[src/rtl/bopd_pkg.sv]
`timescale 1ns / 1ps
// ----------------------------------------------------------------------------
// bopd_pkg
// Shared types and constants for the byte-offset pixel decoder.
// ----------------------------------------------------------------------------
package bopd_pkg;

    // Special bytes of the stream.
    localparam logic [7:0]  MARKER_BYTE = 8'hD5;
    localparam logic [7:0]  ESCAPE_BYTE = 8'h80;
    localparam logic [31:0] ESCAPE16    = 32'h0000_8000;

    // Field widths fixed by the interface.
    localparam int unsigned BYTE_W      = 8;
    localparam int unsigned SUM_W       = 32;
    localparam int unsigned VALUE_W     = 31;
    localparam int unsigned COUNT_W     = 24;
    localparam int unsigned LIMIT_W     = 12;
    localparam int unsigned CFG_INDEX_W = 2;
    localparam int unsigned CFG_DATA_W  = 24;

    // Configuration register indexes.
    localparam logic [CFG_INDEX_W-1:0] CFG_PIXEL_COUNT  = 2'd0;
    localparam logic [CFG_INDEX_W-1:0] CFG_HEADER_LIMIT = 2'd1;

    // Reset values of the configuration registers.
    localparam logic [COUNT_W-1:0] PIXEL_COUNT_RESET  = 24'd1;
    localparam logic [LIMIT_W-1:0] HEADER_LIMIT_RESET = 12'd2000;

    // Status codes of a result item.
    localparam logic STATUS_OK        = 1'b0;
    localparam logic STATUS_NO_MARKER = 1'b1;

    // Result of the pixel accumulation for one delta.
    typedef struct packed {
        logic [SUM_W-1:0]   sum;
        logic [VALUE_W-1:0] value;
        logic [VALUE_W-1:0] max_value;
        logic               last;
    } pixel_res_t;

endpackage

[src/rtl/bopd_pixel_unit.sv]
`timescale 1ns / 1ps
// ----------------------------------------------------------------------------
// bopd_pixel_unit
// Adds one delta to the running sum, clamps the pixel at zero, updates the
// running maximum and advances the pixel counter with its last-pixel check.
// ----------------------------------------------------------------------------
module bopd_pixel_unit
    import bopd_pkg::*;
#(
    parameter int INDEX_WIDTH = 24
) (
    input  logic [SUM_W-1:0]       prev_sum,
    input  logic [SUM_W-1:0]       delta,
    input  logic [VALUE_W-1:0]     running_max,
    input  logic [INDEX_WIDTH-1:0] pixels_done,
    input  logic [INDEX_WIDTH-1:0] count_idx,
    output logic [INDEX_WIDTH-1:0] next_idx,
    output pixel_res_t             res
);

    logic [SUM_W-1:0]   sum;
    logic [VALUE_W-1:0] value;

    // The sum wraps at 32 bits; a negative sum shows as zero.
    always_comb begin
        sum   = prev_sum + delta;
        value = sum[SUM_W-1] ? '0 : sum[VALUE_W-1:0];
    end

    assign next_idx = pixels_done + {{(INDEX_WIDTH-1){1'b0}}, 1'b1};

    always_comb begin
        res.sum       = sum;
        res.value     = value;
        res.max_value = (value > running_max) ? value : running_max;
        res.last      = (next_idx == count_idx);
    end

endmodule

[src/rtl/byte_offset_pixel_decoder.sv]
`timescale 1ns / 1ps
// ----------------------------------------------------------------------------
// byte_offset_pixel_decoder
// Skips the file header up to the binary start marker, then decodes
// byte-offset deltas into clamped pixel counts with index and running maximum.
// ----------------------------------------------------------------------------
//  Channel   Direction  Ports                                    Moves
//  s_        in         s_in_byte, s_frame_start                 one file byte
//  m_        out        m_pixel_value .. m_status                pixel or error
//  cfg_      in         cfg_index, cfg_data                      register write
//
//  A new byte is accepted in every cycle unless a held result is not drained.
//  The decoder state and the result register are updated at the same edge,
//  so a result appears in the cycle after the byte that completes it.
//  A byte is accepted while the result register is empty or being drained.
//  Reset restores pixel_count = 1, header_limit = 2000 and header search.
// ----------------------------------------------------------------------------
module byte_offset_pixel_decoder
    import bopd_pkg::*;
#(
    parameter int INDEX_WIDTH = 24
) (
    input  logic                   aclk,
    input  logic                   aresetn,

    input  logic                   s_valid,
    output logic                   s_ready,
    input  logic [7:0]             s_in_byte,
    input  logic                   s_frame_start,

    output logic                   m_valid,
    input  logic                   m_ready,
    output logic [30:0]            m_pixel_value,
    output logic [23:0]            m_pixel_index,
    output logic [30:0]            m_max_value,
    output logic                   m_last_pixel,
    output logic                   m_status,

    input  logic                   cfg_valid,
    output logic                   cfg_ready,
    input  logic [CFG_INDEX_W-1:0] cfg_index,
    input  logic [CFG_DATA_W-1:0]  cfg_data
);

    typedef enum logic [2:0] {
        PH_HEADER,
        PH_DATA,
        PH_ESC16,
        PH_ESC32,
        PH_DONE,
        PH_ERROR
    } phase_t;

    // Configuration registers.
    logic [COUNT_W-1:0]     pixel_count_reg;
    logic [LIMIT_W-1:0]     header_limit_reg;

    // Decoder state.
    phase_t                 phase_reg, phase_next;
    logic [LIMIT_W-1:0]     header_seen_reg, header_seen_next;
    logic [2:0]             esc_left_reg, esc_left_next;
    logic [SUM_W-1:0]       collect_reg, collect_next;
    logic [SUM_W-1:0]       prev_sum_reg, prev_sum_next;
    logic [INDEX_WIDTH-1:0] pixels_done_reg, pixels_done_next;
    logic [VALUE_W-1:0]     run_max_reg, run_max_next;

    // Result register.
    logic                   m_valid_reg;
    logic [VALUE_W-1:0]     pixel_value_reg;
    logic [COUNT_W-1:0]     pixel_index_reg;
    logic [VALUE_W-1:0]     max_value_reg;
    logic                   last_pixel_reg;
    logic                   status_reg;

    // State seen by the current item, after an optional frame restart.
    phase_t                 cur_phase;
    logic [LIMIT_W-1:0]     cur_seen;
    logic [2:0]             cur_left;
    logic [SUM_W-1:0]       cur_collect;
    logic [SUM_W-1:0]       cur_sum;
    logic [INDEX_WIDTH-1:0] cur_done;
    logic [VALUE_W-1:0]     cur_max;

    logic                   in_fire;
    logic [LIMIT_W-1:0]     limit_eff;
    logic [LIMIT_W-1:0]     seen_inc;
    logic [1:0]             byte_pos;
    logic [SUM_W-1:0]       gathered;
    logic [SUM_W-1:0]       delta;
    logic                   emit_pixel;
    logic                   emit_error;
    logic [INDEX_WIDTH-1:0] count_idx;
    logic [INDEX_WIDTH-1:0] next_idx;
    logic [COUNT_W-1:0]     index_out;
    pixel_res_t             pix;

    assign s_ready   = !m_valid_reg || m_ready;
    assign in_fire   = s_valid && s_ready;
    assign cfg_ready = 1'b1;

    // Pixel count seen in the counter's width, and the counter seen in 24 bits.
    generate
        if (INDEX_WIDTH >= COUNT_W) begin : g_wide_idx
            assign count_idx = {{(INDEX_WIDTH-COUNT_W){1'b0}}, pixel_count_reg};
            assign index_out = cur_done[COUNT_W-1:0];
        end else begin : g_narrow_idx
            assign count_idx = pixel_count_reg[INDEX_WIDTH-1:0];
            assign index_out = {{(COUNT_W-INDEX_WIDTH){1'b0}}, cur_done};
        end
    endgenerate

    // A frame start returns the state to its reset values for this byte.
    always_comb begin
        if (s_frame_start) begin
            cur_phase   = PH_HEADER;
            cur_seen    = '0;
            cur_left    = '0;
            cur_collect = '0;
            cur_sum     = '0;
            cur_done    = '0;
            cur_max     = '0;
        end else begin
            cur_phase   = phase_reg;
            cur_seen    = header_seen_reg;
            cur_left    = esc_left_reg;
            cur_collect = collect_reg;
            cur_sum     = prev_sum_reg;
            cur_done    = pixels_done_reg;
            cur_max     = run_max_reg;
        end
    end

    // Header search bookkeeping; a zero limit acts as a limit of one.
    assign limit_eff = (header_limit_reg == '0) ? LIMIT_W'(1) : header_limit_reg;
    assign seen_inc  = cur_seen + LIMIT_W'(1);

    // Byte lane of an escape byte, counted from the low end.
    always_comb begin
        if (cur_phase == PH_ESC16) begin
            byte_pos = {1'b0, cur_left[0]};
        end else begin
            byte_pos = 2'(3'd4 - cur_left);
        end
        gathered = cur_collect | (SUM_W'(s_in_byte) << {byte_pos, 3'b000});
    end

    bopd_pixel_unit #(
        .INDEX_WIDTH (INDEX_WIDTH)
    ) u_pixel (
        .prev_sum    (cur_sum),
        .delta       (delta),
        .running_max (cur_max),
        .pixels_done (cur_done),
        .count_idx   (count_idx),
        .next_idx    (next_idx),
        .res         (pix)
    );

    // Next-state logic for one byte.
    always_comb begin
        phase_next       = cur_phase;
        header_seen_next = cur_seen;
        esc_left_next    = cur_left;
        collect_next     = cur_collect;
        prev_sum_next    = cur_sum;
        pixels_done_next = cur_done;
        run_max_next     = cur_max;
        delta            = {{(SUM_W-BYTE_W){s_in_byte[7]}}, s_in_byte};
        emit_pixel       = 1'b0;
        emit_error       = 1'b0;

        unique case (cur_phase)
            PH_HEADER: begin
                if (s_in_byte == MARKER_BYTE) begin
                    phase_next = PH_DATA;
                end else begin
                    header_seen_next = seen_inc;
                    if (seen_inc >= limit_eff) begin
                        phase_next = PH_ERROR;
                        emit_error = 1'b1;
                    end
                end
            end
            PH_DATA: begin
                if (s_in_byte == ESCAPE_BYTE) begin
                    phase_next    = PH_ESC16;
                    esc_left_next = 3'd2;
                    collect_next  = '0;
                end else begin
                    emit_pixel = 1'b1;
                end
            end
            PH_ESC16: begin
                collect_next  = gathered;
                esc_left_next = cur_left - 3'd1;
                delta         = {{16{gathered[15]}}, gathered[15:0]};
                if (cur_left == 3'd1) begin
                    if (gathered == ESCAPE16) begin
                        phase_next    = PH_ESC32;
                        esc_left_next = 3'd4;
                        collect_next  = '0;
                    end else begin
                        emit_pixel = 1'b1;
                    end
                end
            end
            PH_ESC32: begin
                collect_next  = gathered;
                esc_left_next = cur_left - 3'd1;
                delta         = gathered;
                if (cur_left == 3'd1) begin
                    emit_pixel = 1'b1;
                end
            end
            default: begin
                // Frame done or marker missing: bytes are dropped.
            end
        endcase

        if (emit_pixel) begin
            prev_sum_next    = pix.sum;
            run_max_next     = pix.max_value;
            pixels_done_next = next_idx;
            phase_next       = pix.last ? PH_DONE : PH_DATA;
        end
    end

    // Configuration, decoder state and result register.
    always_ff @(posedge aclk) begin
        if (!aresetn) begin
            pixel_count_reg  <= PIXEL_COUNT_RESET;
            header_limit_reg <= HEADER_LIMIT_RESET;
            phase_reg        <= PH_HEADER;
            header_seen_reg  <= '0;
            esc_left_reg     <= '0;
            collect_reg      <= '0;
            prev_sum_reg     <= '0;
            pixels_done_reg  <= '0;
            run_max_reg      <= '0;
            m_valid_reg      <= 1'b0;
        end else begin
            if (cfg_valid) begin
                unique case (cfg_index)
                    CFG_PIXEL_COUNT:  pixel_count_reg  <= cfg_data[COUNT_W-1:0];
                    CFG_HEADER_LIMIT: header_limit_reg <= cfg_data[LIMIT_W-1:0];
                    default: begin
                    end
                endcase
            end

            if (in_fire) begin
                phase_reg       <= phase_next;
                header_seen_reg <= header_seen_next;
                esc_left_reg    <= esc_left_next;
                collect_reg     <= collect_next;
                prev_sum_reg    <= prev_sum_next;
                pixels_done_reg <= pixels_done_next;
                run_max_reg     <= run_max_next;
            end

            if (in_fire && (emit_pixel || emit_error)) begin
                m_valid_reg <= 1'b1;
            end else if (m_ready) begin
                m_valid_reg <= 1'b0;
            end
        end
    end

    // Result payload; no reset needed.
    always_ff @(posedge aclk) begin
        if (in_fire && emit_pixel) begin
            pixel_value_reg <= pix.value;
            pixel_index_reg <= index_out;
            max_value_reg   <= pix.max_value;
            last_pixel_reg  <= pix.last;
            status_reg      <= STATUS_OK;
        end else if (in_fire && emit_error) begin
            pixel_value_reg <= '0;
            pixel_index_reg <= '0;
            max_value_reg   <= '0;
            last_pixel_reg  <= 1'b0;
            status_reg      <= STATUS_NO_MARKER;
        end
    end

    assign m_valid       = m_valid_reg;
    assign m_pixel_value = pixel_value_reg;
    assign m_pixel_index = pixel_index_reg;
    assign m_max_value   = max_value_reg;
    assign m_last_pixel  = last_pixel_reg;
    assign m_status      = status_reg;

endmodule
[config.mk]
export PLATFORM = sky130hd
export DESIGN_NAME = byte_offset_pixel_decoder
export DESIGN_NICKNAME = d
export VERILOG_FILES = /design/src/rtl/bopd_pkg.sv /design/src/rtl/bopd_pixel_unit.sv /design/src/rtl/byte_offset_pixel_decoder.sv
export SDC_FILE = /design/constraint.sdc
export NUM_CORES = 1
export LEC_CHECK = 0
export ABC_CLOCK_PERIOD_IN_PS = 10000
export BUFFER_PORTS_ARGS = -buffer_cell sky130_fd_sc_hd__buf_4
export CAP_MARGIN = 10
export CELL_PAD_IN_SITES_DETAIL_PLACEMENT = 1
export CELL_PAD_IN_SITES_GLOBAL_PLACEMENT = 2
export CORE_AREA = 5 5 220 222
export CTS_CLUSTER_SIZE = 14
export DETAILED_ROUTE_END_ITERATION = 12
export DIE_AREA = 0 0 225 227
export PLACE_DENSITY = 0.81
export SLEW_MARGIN = 20
export SYNTH_ARGS = -nofsm -noshare
export SYNTH_HDL_FRONTEND = slang
export SYNTH_SLANG_ARGS = --single-unit
[constraint.sdc]
create_clock -name aclk -period 10 [get_ports aclk]
set_clock_uncertainty 0.05 [all_clocks]
set_input_delay 0.5 -clock aclk [delete_from_list [all_inputs] [get_ports aclk]]
set_output_delay 0.5 -clock aclk [all_outputs]
set_load 0.1 [all_outputs]
Word level (Yosys, flattened, before mapping)
Cells that the tools add are included.
{"block": "word_totals", "memories": 0, "elab_cells": 97, "romBits": 0, "out_inout_bits": 91, "ram_bits": 0, "register_bits": 262, "input_bits": 40, "latch_bits": 0}
{"block": "classes", "n_reduce_logical": 14, "mul": 0, "addsub": 5, "n_div": 0, "mux": 50, "order_cmp": 2, "shift": 1, "n_bitwise": 1, "n_eq_ne": 9}
{"operator": "31-bit two-way mux", "count": 7}
{"operator": "32-bit two-way mux", "count": 6}
{"operator": "24-bit two-way mux", "count": 4}
{"operator": "32-bit case mux with 3 select lines", "count": 1}
{"operator": "32-bit case mux with 2 select lines", "count": 1}
{"operator": "12-bit two-way mux", "count": 4}
{"operator": "3-bit two-way mux", "count": 12}
{"operator": "32-bit adder", "count": 1}
{"operator": "32-bit by 16-bit equality test with 1-bit output, second input constant", "count": 1}
{"operator": "32-bit OR", "count": 1}
{"operator": "8-bit by 5-bit << shifter with 32-bit output", "count": 1}
{"operator": "31-bit > comparator", "count": 1}
{"operator": "24-bit by 1-bit adder with 24-bit output, second input constant", "count": 1}
{"operator": "24-bit equality test", "count": 1}
{"operator": "3-bit case mux with 3 select lines", "count": 2}
{"operator": "8-bit equality test, second input constant", "count": 2}
{"operator": "12-bit by 1-bit adder with 12-bit output, second input constant", "count": 1}
{"operator": "12-bit greater-or-equal comparator", "count": 1}
{"operator": "12-bit logical NOT", "count": 1}
{"operator": "1-bit two-way mux", "count": 11}
{"operator": "3-bit by 1-bit equality test with 1-bit output, second input constant", "count": 2}
{"operator": "3-bit by 2-bit equality test with 1-bit output, second input constant", "count": 2}
{"operator": "1-bit logical AND", "count": 4}
{"operator": "2-bit AND reduction", "count": 2}
{"operator": "10 further kinds", "count": 12}

Longest topological paths before layout
Gate-level depths: netlist of run 1.
{"block": "logic_depth", "depth_word": 12, "mapped_depth": 38, "mapped_depth_nobuf": 25}

Modules after synthesis
Synthesis of run 1 repeated with hierarchy kept, for this count alone.
{"block": "hier_totals", "hier_cells": 1792, "hier_area_um2": 15886.5}
{"mod": "byte_offset_pixel_decoder", "seq_area_each_um2": 6115.9, "n_inst": 1, "area_each_um2": 11474.8, "cells_each": 1197}
{"mod": "bopd_pixel_unit", "seq_area_each_um2": 0.0, "n_inst": 1, "area_each_um2": 4411.7, "cells_each": 595}

Worst setup path after synthesis of run 1
OpenSTA, ideal clock, no wires.
{"block": "synth_path", "path_kind": "input to register", "startpoint": "input port s_frame_start", "endpoint": "register max_value_reg[19] (netlist: m_max_value[19]), data pin", "t_arrival_ns": 7.962, "t_required_ns": 9.804, "path_slack_ns": 1.842, "path_stages": 37, "setup_ns": 0.146, "path_buffers": 13, "path_cell_list": "buf_4 inv_1 clkbuf_1 buf_1 clkbuf_1 clkbuf_1 clkbuf_1 nand2_1 ha_1 clkbuf_1 a31oi_1 nor2_1 a221oi_4 clkbuf_1 a21oi_1 ha_1 buf_2 a21oi_1 o21ai_1 a311oi_1 o2111ai_1 a311oi_1 xnor2_1 buf_2 buf_2 nor2_1 ha_1 nand4_1 nor4_1 nand4_1 o21ai_0 o21ai_0 nor2_1 clkbuf_1 clkbuf_1 nand2_1 o2bb2ai_1"}
{"item": "start, declared", "line_no": "byte_offset_pixel_decoder.sv:29", "text": "input logic s_frame_start,"}
{"item": "end signal, assigned", "line_no": "byte_offset_pixel_decoder.sv:274", "text": "max_value_reg <= pix.max_value;"}
{"item": "end, declared", "line_no": "byte_offset_pixel_decoder.sv:71", "text": "logic [VALUE_W-1:0] max_value_reg;"}

==> results of run 1 <==
[area by class of cell]
class                   count  area [µm²]  share of cell area [%]
clock inverters            20         241                    1.32
well taps                 607         759                    4.16
flip-flops and latches    262        6120                    33.5
repair buffers            148        1130                    6.20
diodes                      1        2.50                  0.0137
clock buffers              38         802                    4.40
inverters                  36         138                   0.755
multi-input cells        1417        9050                    49.6
[through the flow]
stage	utilization [%]	total power [µW]	setup WS, ps
2_1_floorplan	-	1260	1840
3_3_place_gp	37.2	1320	1510
3_5_place_dp	37.2	1330	1230
4_1_cts	39.4	2510	1500
5_1_grt	39.5	2570	849
6_report	39.5	2470	1410
[layout by cell type (no fill, tap or decap), drive strengths merged, types with 30 or more instances in the layout]
master | synthesis | routed
inv | 36 | 35
o21ai | 55 | 55
and3 | 34 | 34
nand2 | 221 | 221
buf | 48 | 148
nor2 | 191 | 191
clkbuf | 90 | 38
edfxtp | 87 | 87
and2 | 39 | 39
nand4 | 30 | 30
ha | 78 | 78
nor2b | 57 | 57
nand3 | 54 | 54
a22oi | 35 | 35
a21oi | 151 | 151
xnor2 | 45 | 45
dfxtp | 175 | 175
a22o | 37 | 37
[logic make-up (layout without fill, tap and decap cells)]
family | Yosys count | in the layout
other cells | 1 | 2
fa+ha+maj | 79 | 79
simple gates | 753 | 753
xor+xnor | 74 | 74
compound gates | 504 | 504
buf+inv | 174 | 242
flops | 262 | 262
mux | 6 | 6
[power by group]
group | internal, µW | switching (µW)
Combinational | 61.8 | 139
Sequential | 1100 | 6.48
Clock | 679 | 488
Total | 1840 | 633
[worst max-delay path: cells and delay by family (launching register included)]
family	cells	cell delay, ps
fa+ha+maj	3	1170
buf+inv	4	1050
flops	1	660
xor+xnor	1	150
compound gates	8	2870
simple gates	9	2330
[synth_stat cells (all sizes together) (39+ instances only)]
library cell | n | share of area [%]
o21ai | 55 | 1.7
and2 | 39 | 1.5
nor2 | 191 | 4.6
edfxtp | 87 | 16
buf | 48 | 2.1
xnor2 | 45 | 2.5
a21oi | 151 | 4.8
clkbuf | 90 | 2.1
dfxtp | 175 | 22
ha | 78 | 6.1
nand3 | 54 | 1.7
nor2b | 57 | 2.3
nand2 | 221 | 5.2
[worst max path at each step]
stage,start,slack (ps),depth (start not counted),endpoint
after CTS,esc_left_reg[0],1500,23,m_max_value[29]
after global placement,s_frame_start,1510,24,m_max_value[29]
final,esc_left_reg[0],1410,25,m_max_value[7]
after detailed placement,s_frame_start,1230,24,m_max_value[29]
after floorplan,s_frame_start,1840,37,m_max_value[19]
after global routing,esc_left_reg[0],850,24,m_max_value[15]
[layer usage]
metal / vias up / track usage (%)
met1: 7095 / 27.3
met4: 0 / 6.32
met5: - / 0
met3: 86 / 2.46
met2: 300 / 34.9
li1: 6853 / -
==> summary.md, run 1 <==
| Metric | Value |
|---|---|
| Period utilization | `approximately 86%` |
| Status | `completed` |
| DR WL met3 | `a little over 2000 µm` |
| Maxcap violations | `0` |
| R2R setup slack | `1410 ps` |
| Worst-case headroom to the max-slew limit | `between 20% and 30%` |
| Buffer levels on the longest clock path | `3` |
| Hold Crit Start | `cfg_data[0]` |
| Post-Layout Inst Area | `between 15,000 and 20,000 µm²` |
| Placed cell count | `2,469` |
| GP Congestion | `about 0.88` |
| Compound-Gate Fraction of Synth Area | `between 20% and 30%` |
| Arr. time, crit path | `~8900 ps` |
| Hold Path Stages | `3` |
| Post-Synth XOR/XNOR Area | `under 10%` |
| Finished Layout Cells | `about 2,500` |
| Final WL | `about 55,000 µm` |
| First-pass GRT wire length | `84,300 µm` |
| Net Count, Synth | `about 2,000` |
| Post-CTS setup buffer count | `0` |
| WL met2 | `26,200 µm` |
| Simple-Gate Fraction of Synth Area | `between 20% and 30%` |
| GR Overflow Total | `0` |
| Hold EP | `count_idx[0]` |
| Critical Path RT | `just over 10,000 ps` |
| Post-Syn Area | `15,900 µm²` |
| Hold_ws | `between 80 and 90 ps` |
| Vias | `between 10,000 and 15,000` |
| R2R Path End | `m_max_value[7]` |
| RSZ-0062 raised after global routing | `false` |
| Initial antenna violation count | `1` |
| Chip width | `around 230 µm` |
| Initial DRC count | `roughly 990` |
| Max Used Layer | `met4` |
| TritonCTS Sinks | `between 200 and 300` |
| Cells after Synth | `1,853` |
| TritonCTS Buffers | `31` |
| Synth Area in Adders | `around 6.3%` |
| Final hold violation count | `0` |
| Max stage delay on crit path | `about 1100 ps` |
| I/O Pins | `around 130` |
| Vias per cell | `approximately 5.7` |
| CTS root buf | `clkbuf_16` |
| CP Launch Type | `register` |
| Peak supply drop | `roughly 0.13 mV` |
| Largest net degree at the start of global routing | `a little over 70` |
| Critical Path Fanout Max | `38` |
| Die Area | `between 50,000 and 60,000 µm²` |
| Cts repair resizes | `0` |
| Placed cell areas | `17,200 µm²` |
| Largest family of logic cells by synthesized area | `simple AND/OR/NAND/NOR gates` |
| Setup TNS | `0 ps` |
| M1 WL | `about 25,000 µm` |
| Clk slew on worst S/H paths | `roughly 60 ps` |
| CTS H-tree depth | `1` |
| Number of distinct library cells after synthesis | `between 90 and 100` |
| Lkg Pwr | `between 0.007 and 0.008 µW` |
| Overall Global Routing Usage | `slightly above 20%` |
| Fill cells | `5,419` |
| Post-synthesis mux area share | `less than 1%` |
| Post-route ant nets | `0` |
| Clock latency on the worst-skew pair | `roughly 600 ps` |
| Sequential share of the synthesized area | `38.4%` |
| DR DRC count | `0` |
| YS warnings | `0` |
| Drt pass-1 iters | `5` |
| Share of post-route cells with drive strength above 1 | `between 10% and 20%` |
| Die Ht | `between 200 and 250 µm` |
| Worst-Margin Slew | `1090 ps` |
| CP Capture Type | `register` |
| Fmax | `116 MHz` |
| DR WL/cell | `21.6 µm` |
| Crit-path slowest cell | `o41ai_1` |
| WS Path Type | `register to register` |
| I/O Buffers | `~130` |
| Pwr dens | `approximately 140 nW/µm²` |
| Row count | `between 70 and 80` |
| CTS Hold Bufs | `0` |
| Post-route minimum period | `about 8600 ps` |
| R2R depth | `25` |
| Synth Flop Type | `dfxtp_1` |
| Ys async rst share | `0%` |
| Final nets | `2,015` |
| Initial Util | `34.5%` |
| Vias in the first global route | `between 10,000 and 15,000` |
| Slew Limit Fails | `0` |
| Crit path top cell by count | `ha_1` |
| Critical R2R Launch | `esc_left_reg[0]` |
| Core footprint | `roughly 46,000 µm²` |
| CTS tree | `done` |
| Average size of a mapped cell | `between 8 and 9 µm²` |
| Area Growth Syn to Fin | `14.5%` |
| Worst Hold Class | `input port to register` |
| Final Setup Violations | `0` |
| Hpwl dp | `39,000 µm` |
| EDFF count, synth | `87` |
| FF+latch count, synth | `around 260` |
(Power assumes the default switching activity.)
==> run 2: changes to the inputs <==
--- a/config.mk
+++ b/config.mk
@@ -10,11 +10,11 @@
 export CAP_MARGIN = 10
 export CELL_PAD_IN_SITES_DETAIL_PLACEMENT = 1
 export CELL_PAD_IN_SITES_GLOBAL_PLACEMENT = 2
-export CORE_AREA = 5 5 220 222
+export CORE_AREA = 5 5 214 216
 export CTS_CLUSTER_SIZE = 14
 export DETAILED_ROUTE_END_ITERATION = 12
-export DIE_AREA = 0 0 225 227
-export PLACE_DENSITY = 0.81
+export DIE_AREA = 0 0 219 221
+export PLACE_DENSITY = 0.84
 export SLEW_MARGIN = 20
 export SYNTH_ARGS = -nofsm -noshare
 export SYNTH_HDL_FRONTEND = slang
==> constraint.sdc (replaced) <==
create_clock -name aclk -period 10 [get_ports aclk]
set_clock_uncertainty 0.05 [all_clocks]
set_input_delay 0.5 -clock aclk [delete_from_list [all_inputs] [get_ports aclk]]
set_output_delay 0.5 -clock aclk [all_outputs]
set_load 0.005 [all_outputs]
==> summary.md, run 2 (synthesis gave the netlist of run 1 again) <==
| Metric | Value |
|---|---|
| Hold EP | `count_idx[0] (unchanged)` |
| Slew Limit Fails | `0 (unchanged)` |
| Drt pass-1 iters | `5 (unchanged)` |
| Vias | `14,434 (was 14,334)` |
| I/O Pins | `131 (unchanged)` |
| Worst Hold Class | `input port to register (unchanged)` |
| Row count | `77 (was 79)` |
| Internal power | `1790 µW (was 1840 µW)` |
| Hpwl dp | `39,600 µm (was 39,000 µm)` |
| Period utilization | `84.3% (was 85.9%)` |
| Cts repair resizes | `0 (unchanged)` |
| Switching share of total power | `26.3% (was 25.6%)` |
| CP Launch Type | `register (unchanged)` |
| CTS Hold Bufs | `0 (unchanged)` |
| Comb pwr share | `8.2% (was 8.1%)` |
| CTS root buf | `clkbuf_16 (unchanged)` |
| Commonest non-fill, non-tap cell in the layout | `nand2_1 (unchanged)` |
| Arr. time, crit path | `8910 ps (was 8890 ps)` |
| DR DRC count | `0 (unchanged)` |
| WS Path Type | `register to register (unchanged)` |
| GP Congestion | `0.920 (was 0.879)` |
| P_sw | `640 µW (was 633 µW)` |
| Final nets | `2,016 (was 2,015)` |
| Buffer levels on the longest clock path | `3 (unchanged)` |
| Maxcap violations | `0 (unchanged)` |
| Initial antenna violation count | `0 (was 1)` |
| Placed cell count | `2,455 (was 2,469)` |
| Lkg Pwr | `0.00701 µW (was 0.00702 µW)` |
| Vias per cell | `5.74 (was 5.67)` |
| TritonCTS Buffers | `31 (unchanged)` |
| Final Setup Violations | `0 (unchanged)` |
| Area Growth Syn to Fin | `14.1% (was 14.5%)` |
| Critical Path RT | `10,480 ps (was 10,300 ps)` |
| DR WL/cell | `21.7 µm (was 21.6 µm)` |
| Die Ht | `221 µm (was 227 µm)` |
| Commonest non-fill, non-tap cells in the layout | `221 x nand2_1, 189 x nor2_1, 175 x dfxtp_1 (was 221 x nand2_1, 188 x nor2_1, 175 x dfxtp_1)` |
| Final hold violation count | `0 (unchanged)` |
| Hold Path Stages | `3 (unchanged)` |
| I/O Buffers | `129 (unchanged)` |
| GR Overflow Total | `0 (unchanged)` |
| Setup TNS | `0 ps (unchanged)` |
| Hold Crit Start | `cfg_data[0] (unchanged)` |
| Overall Global Routing Usage | `21.9% (was 20.5%)` |
| Largest net degree at the start of global routing | `80 (was 72)` |
| Die Area | `48,400 µm² (was 51,100 µm²)` |
| Clock latency on the worst-skew pair | `610 ps (was 600 ps)` |
| Share of post-route cells with drive strength above 1 | `12.3% (was 12.1%)` |
| Sequential power share | `45.4% (was 44.7%)` |
| R2R Path End | `run_max_reg[30] (was m_max_value[7])` |
| Post-CTS setup buffer count | `0 (unchanged)` |
| Clk slew on worst S/H paths | `60 ps (about the same)` |
| Peak supply drop | `0.128 mV (was 0.132 mV)` |
| TritonCTS Sinks | `262 (unchanged)` |
| CTS H-tree depth | `1 (unchanged)` |
| CTS tree | `done (unchanged)` |
| Post-route ant nets | `0 (unchanged)` |
| Vias in the first global route | `15,013 (was 14,682)` |
| CP Capture Type | `register (unchanged)` |
| Pwr dens | `134 nW/µm² (was 136 nW/µm²)` |
| Ant. Diodes | `0 (was 1)` |
| Final WL | `54,600 µm (about the same)` |
| Chip width | `219 µm (was 225 µm)` |
| First-pass GRT wire length | `86,100 µm (was 84,300 µm)` |
| Initial DRC count | `962 (was 987)` |
| Worst-Margin Slew | `1120 ps (was 1090 ps)` |
| Critical R2R Launch | `esc_left_reg[0] (unchanged)` |
| Initial Util | `36.4% (was 34.5%)` |
| R2R setup slack | `1570 ps (was 1410 ps)` |
| Core footprint | `43,700 µm² (was 46,200 µm²)` |
| Fmax | `119 MHz (was 116 MHz)` |
| Finished Layout Cells | `2,514 (was 2,529)` |
| Clock group share of total power | `46.4% (was 47.2%)` |
| Worst-case headroom to the max-slew limit | `24.7% (was 26.4%)` |
| R2R depth | `26 (was 25)` |
| Post-route minimum period | `8430 ps (was 8590 ps)` |
| Status | `completed (unchanged)` |
| Critical Path Fanout Max | `31 (was 38)` |
| RSZ-0062 raised after global routing | `false (unchanged)` |
| Critical path origin | `esc_left_reg[0] (unchanged)` |
==> run 2: area by class of cell <==
type                    count  area [µm²]
clock buffers              45         898
multi-input cells        1417        9050
flip-flops and latches    262        6120
repair buffers            149        1130
well taps                 592         741
inverters                  36         138
clock inverters            13         113
fillers                  5214       25600
==> run 2: power groups by stage <==
stage,registers (µW),logic [µW],clock network [µW]
after CTS,1100,200,1160
after floorplan,1120,129,0
after global routing,1100,219,1200
after global placement,1130,194,0
after detailed placement,1130,198,0
final,1100,200,1130
==> run 2: per-stage QoR <==
step | power, µW | hold WS (ps) | area [µm²] | worst slack [ps] | utilization [%]
after global routing | 2530 | 92.2 | 18200 | 851 | 41.6
final | 2430 | 104 | 18200 | 1570 | 41.6
after floorplan | 1250 | 386 | 15900 | 1840 | -
after CTS | 2460 | 73.3 | 18200 | 1540 | 41.5
after detailed placement | 1330 | 410 | 17100 | 1320 | 39.2
after global placement | 1320 | 398 | 17100 | 1680 | 39.2
==> run 2: layer usage <==
layer	wire (µm)	vias up	GRT usage, %	part of all wire, %
met1	23800	7122	28.5	44
li1	-	6867	-	-
met5	0	-	0	0
met4	2040	0	7.84	3.7
met2	26200	344	37.3	48
met3	2540	101	2.95	4.6
==> run 2: worst max path at each step <==
stage                            to  slack [ps]  cells past startpoint
floorplan           m_max_value[19]        1840                     37
global placement    m_max_value[25]        1680                     26
detailed placement  m_max_value[20]        1320                     26
CTS                  m_max_value[5]        1540                     25
global route         m_max_value[1]         850                     25
finish              run_max_reg[30]        1570                     26
==> run 2: worst max-delay path, stage by stage (launching register included) <==
cell and delay, ps:
dfxtp_1 650, nor2b_2 350, ha_1 470, a31oi_1 250, nor2_1 90, a221oi_4 610, a21oi_1 170, ha_1 510
nand4_1 170, a2111oi_0 570, nor2_1 80, a21oi_1 230, a311oi_1 190, xnor2_2 660, buf_4 380, nand2b_1 200
inv_1 70, ha_1 310, nand4_1 140, nor4_1 430, nand4_1 210, o21ai_0 110, o21ai_0 140, nor2_1 180
buf_4 230, o21ba_2 610, a2bb2o_1 250
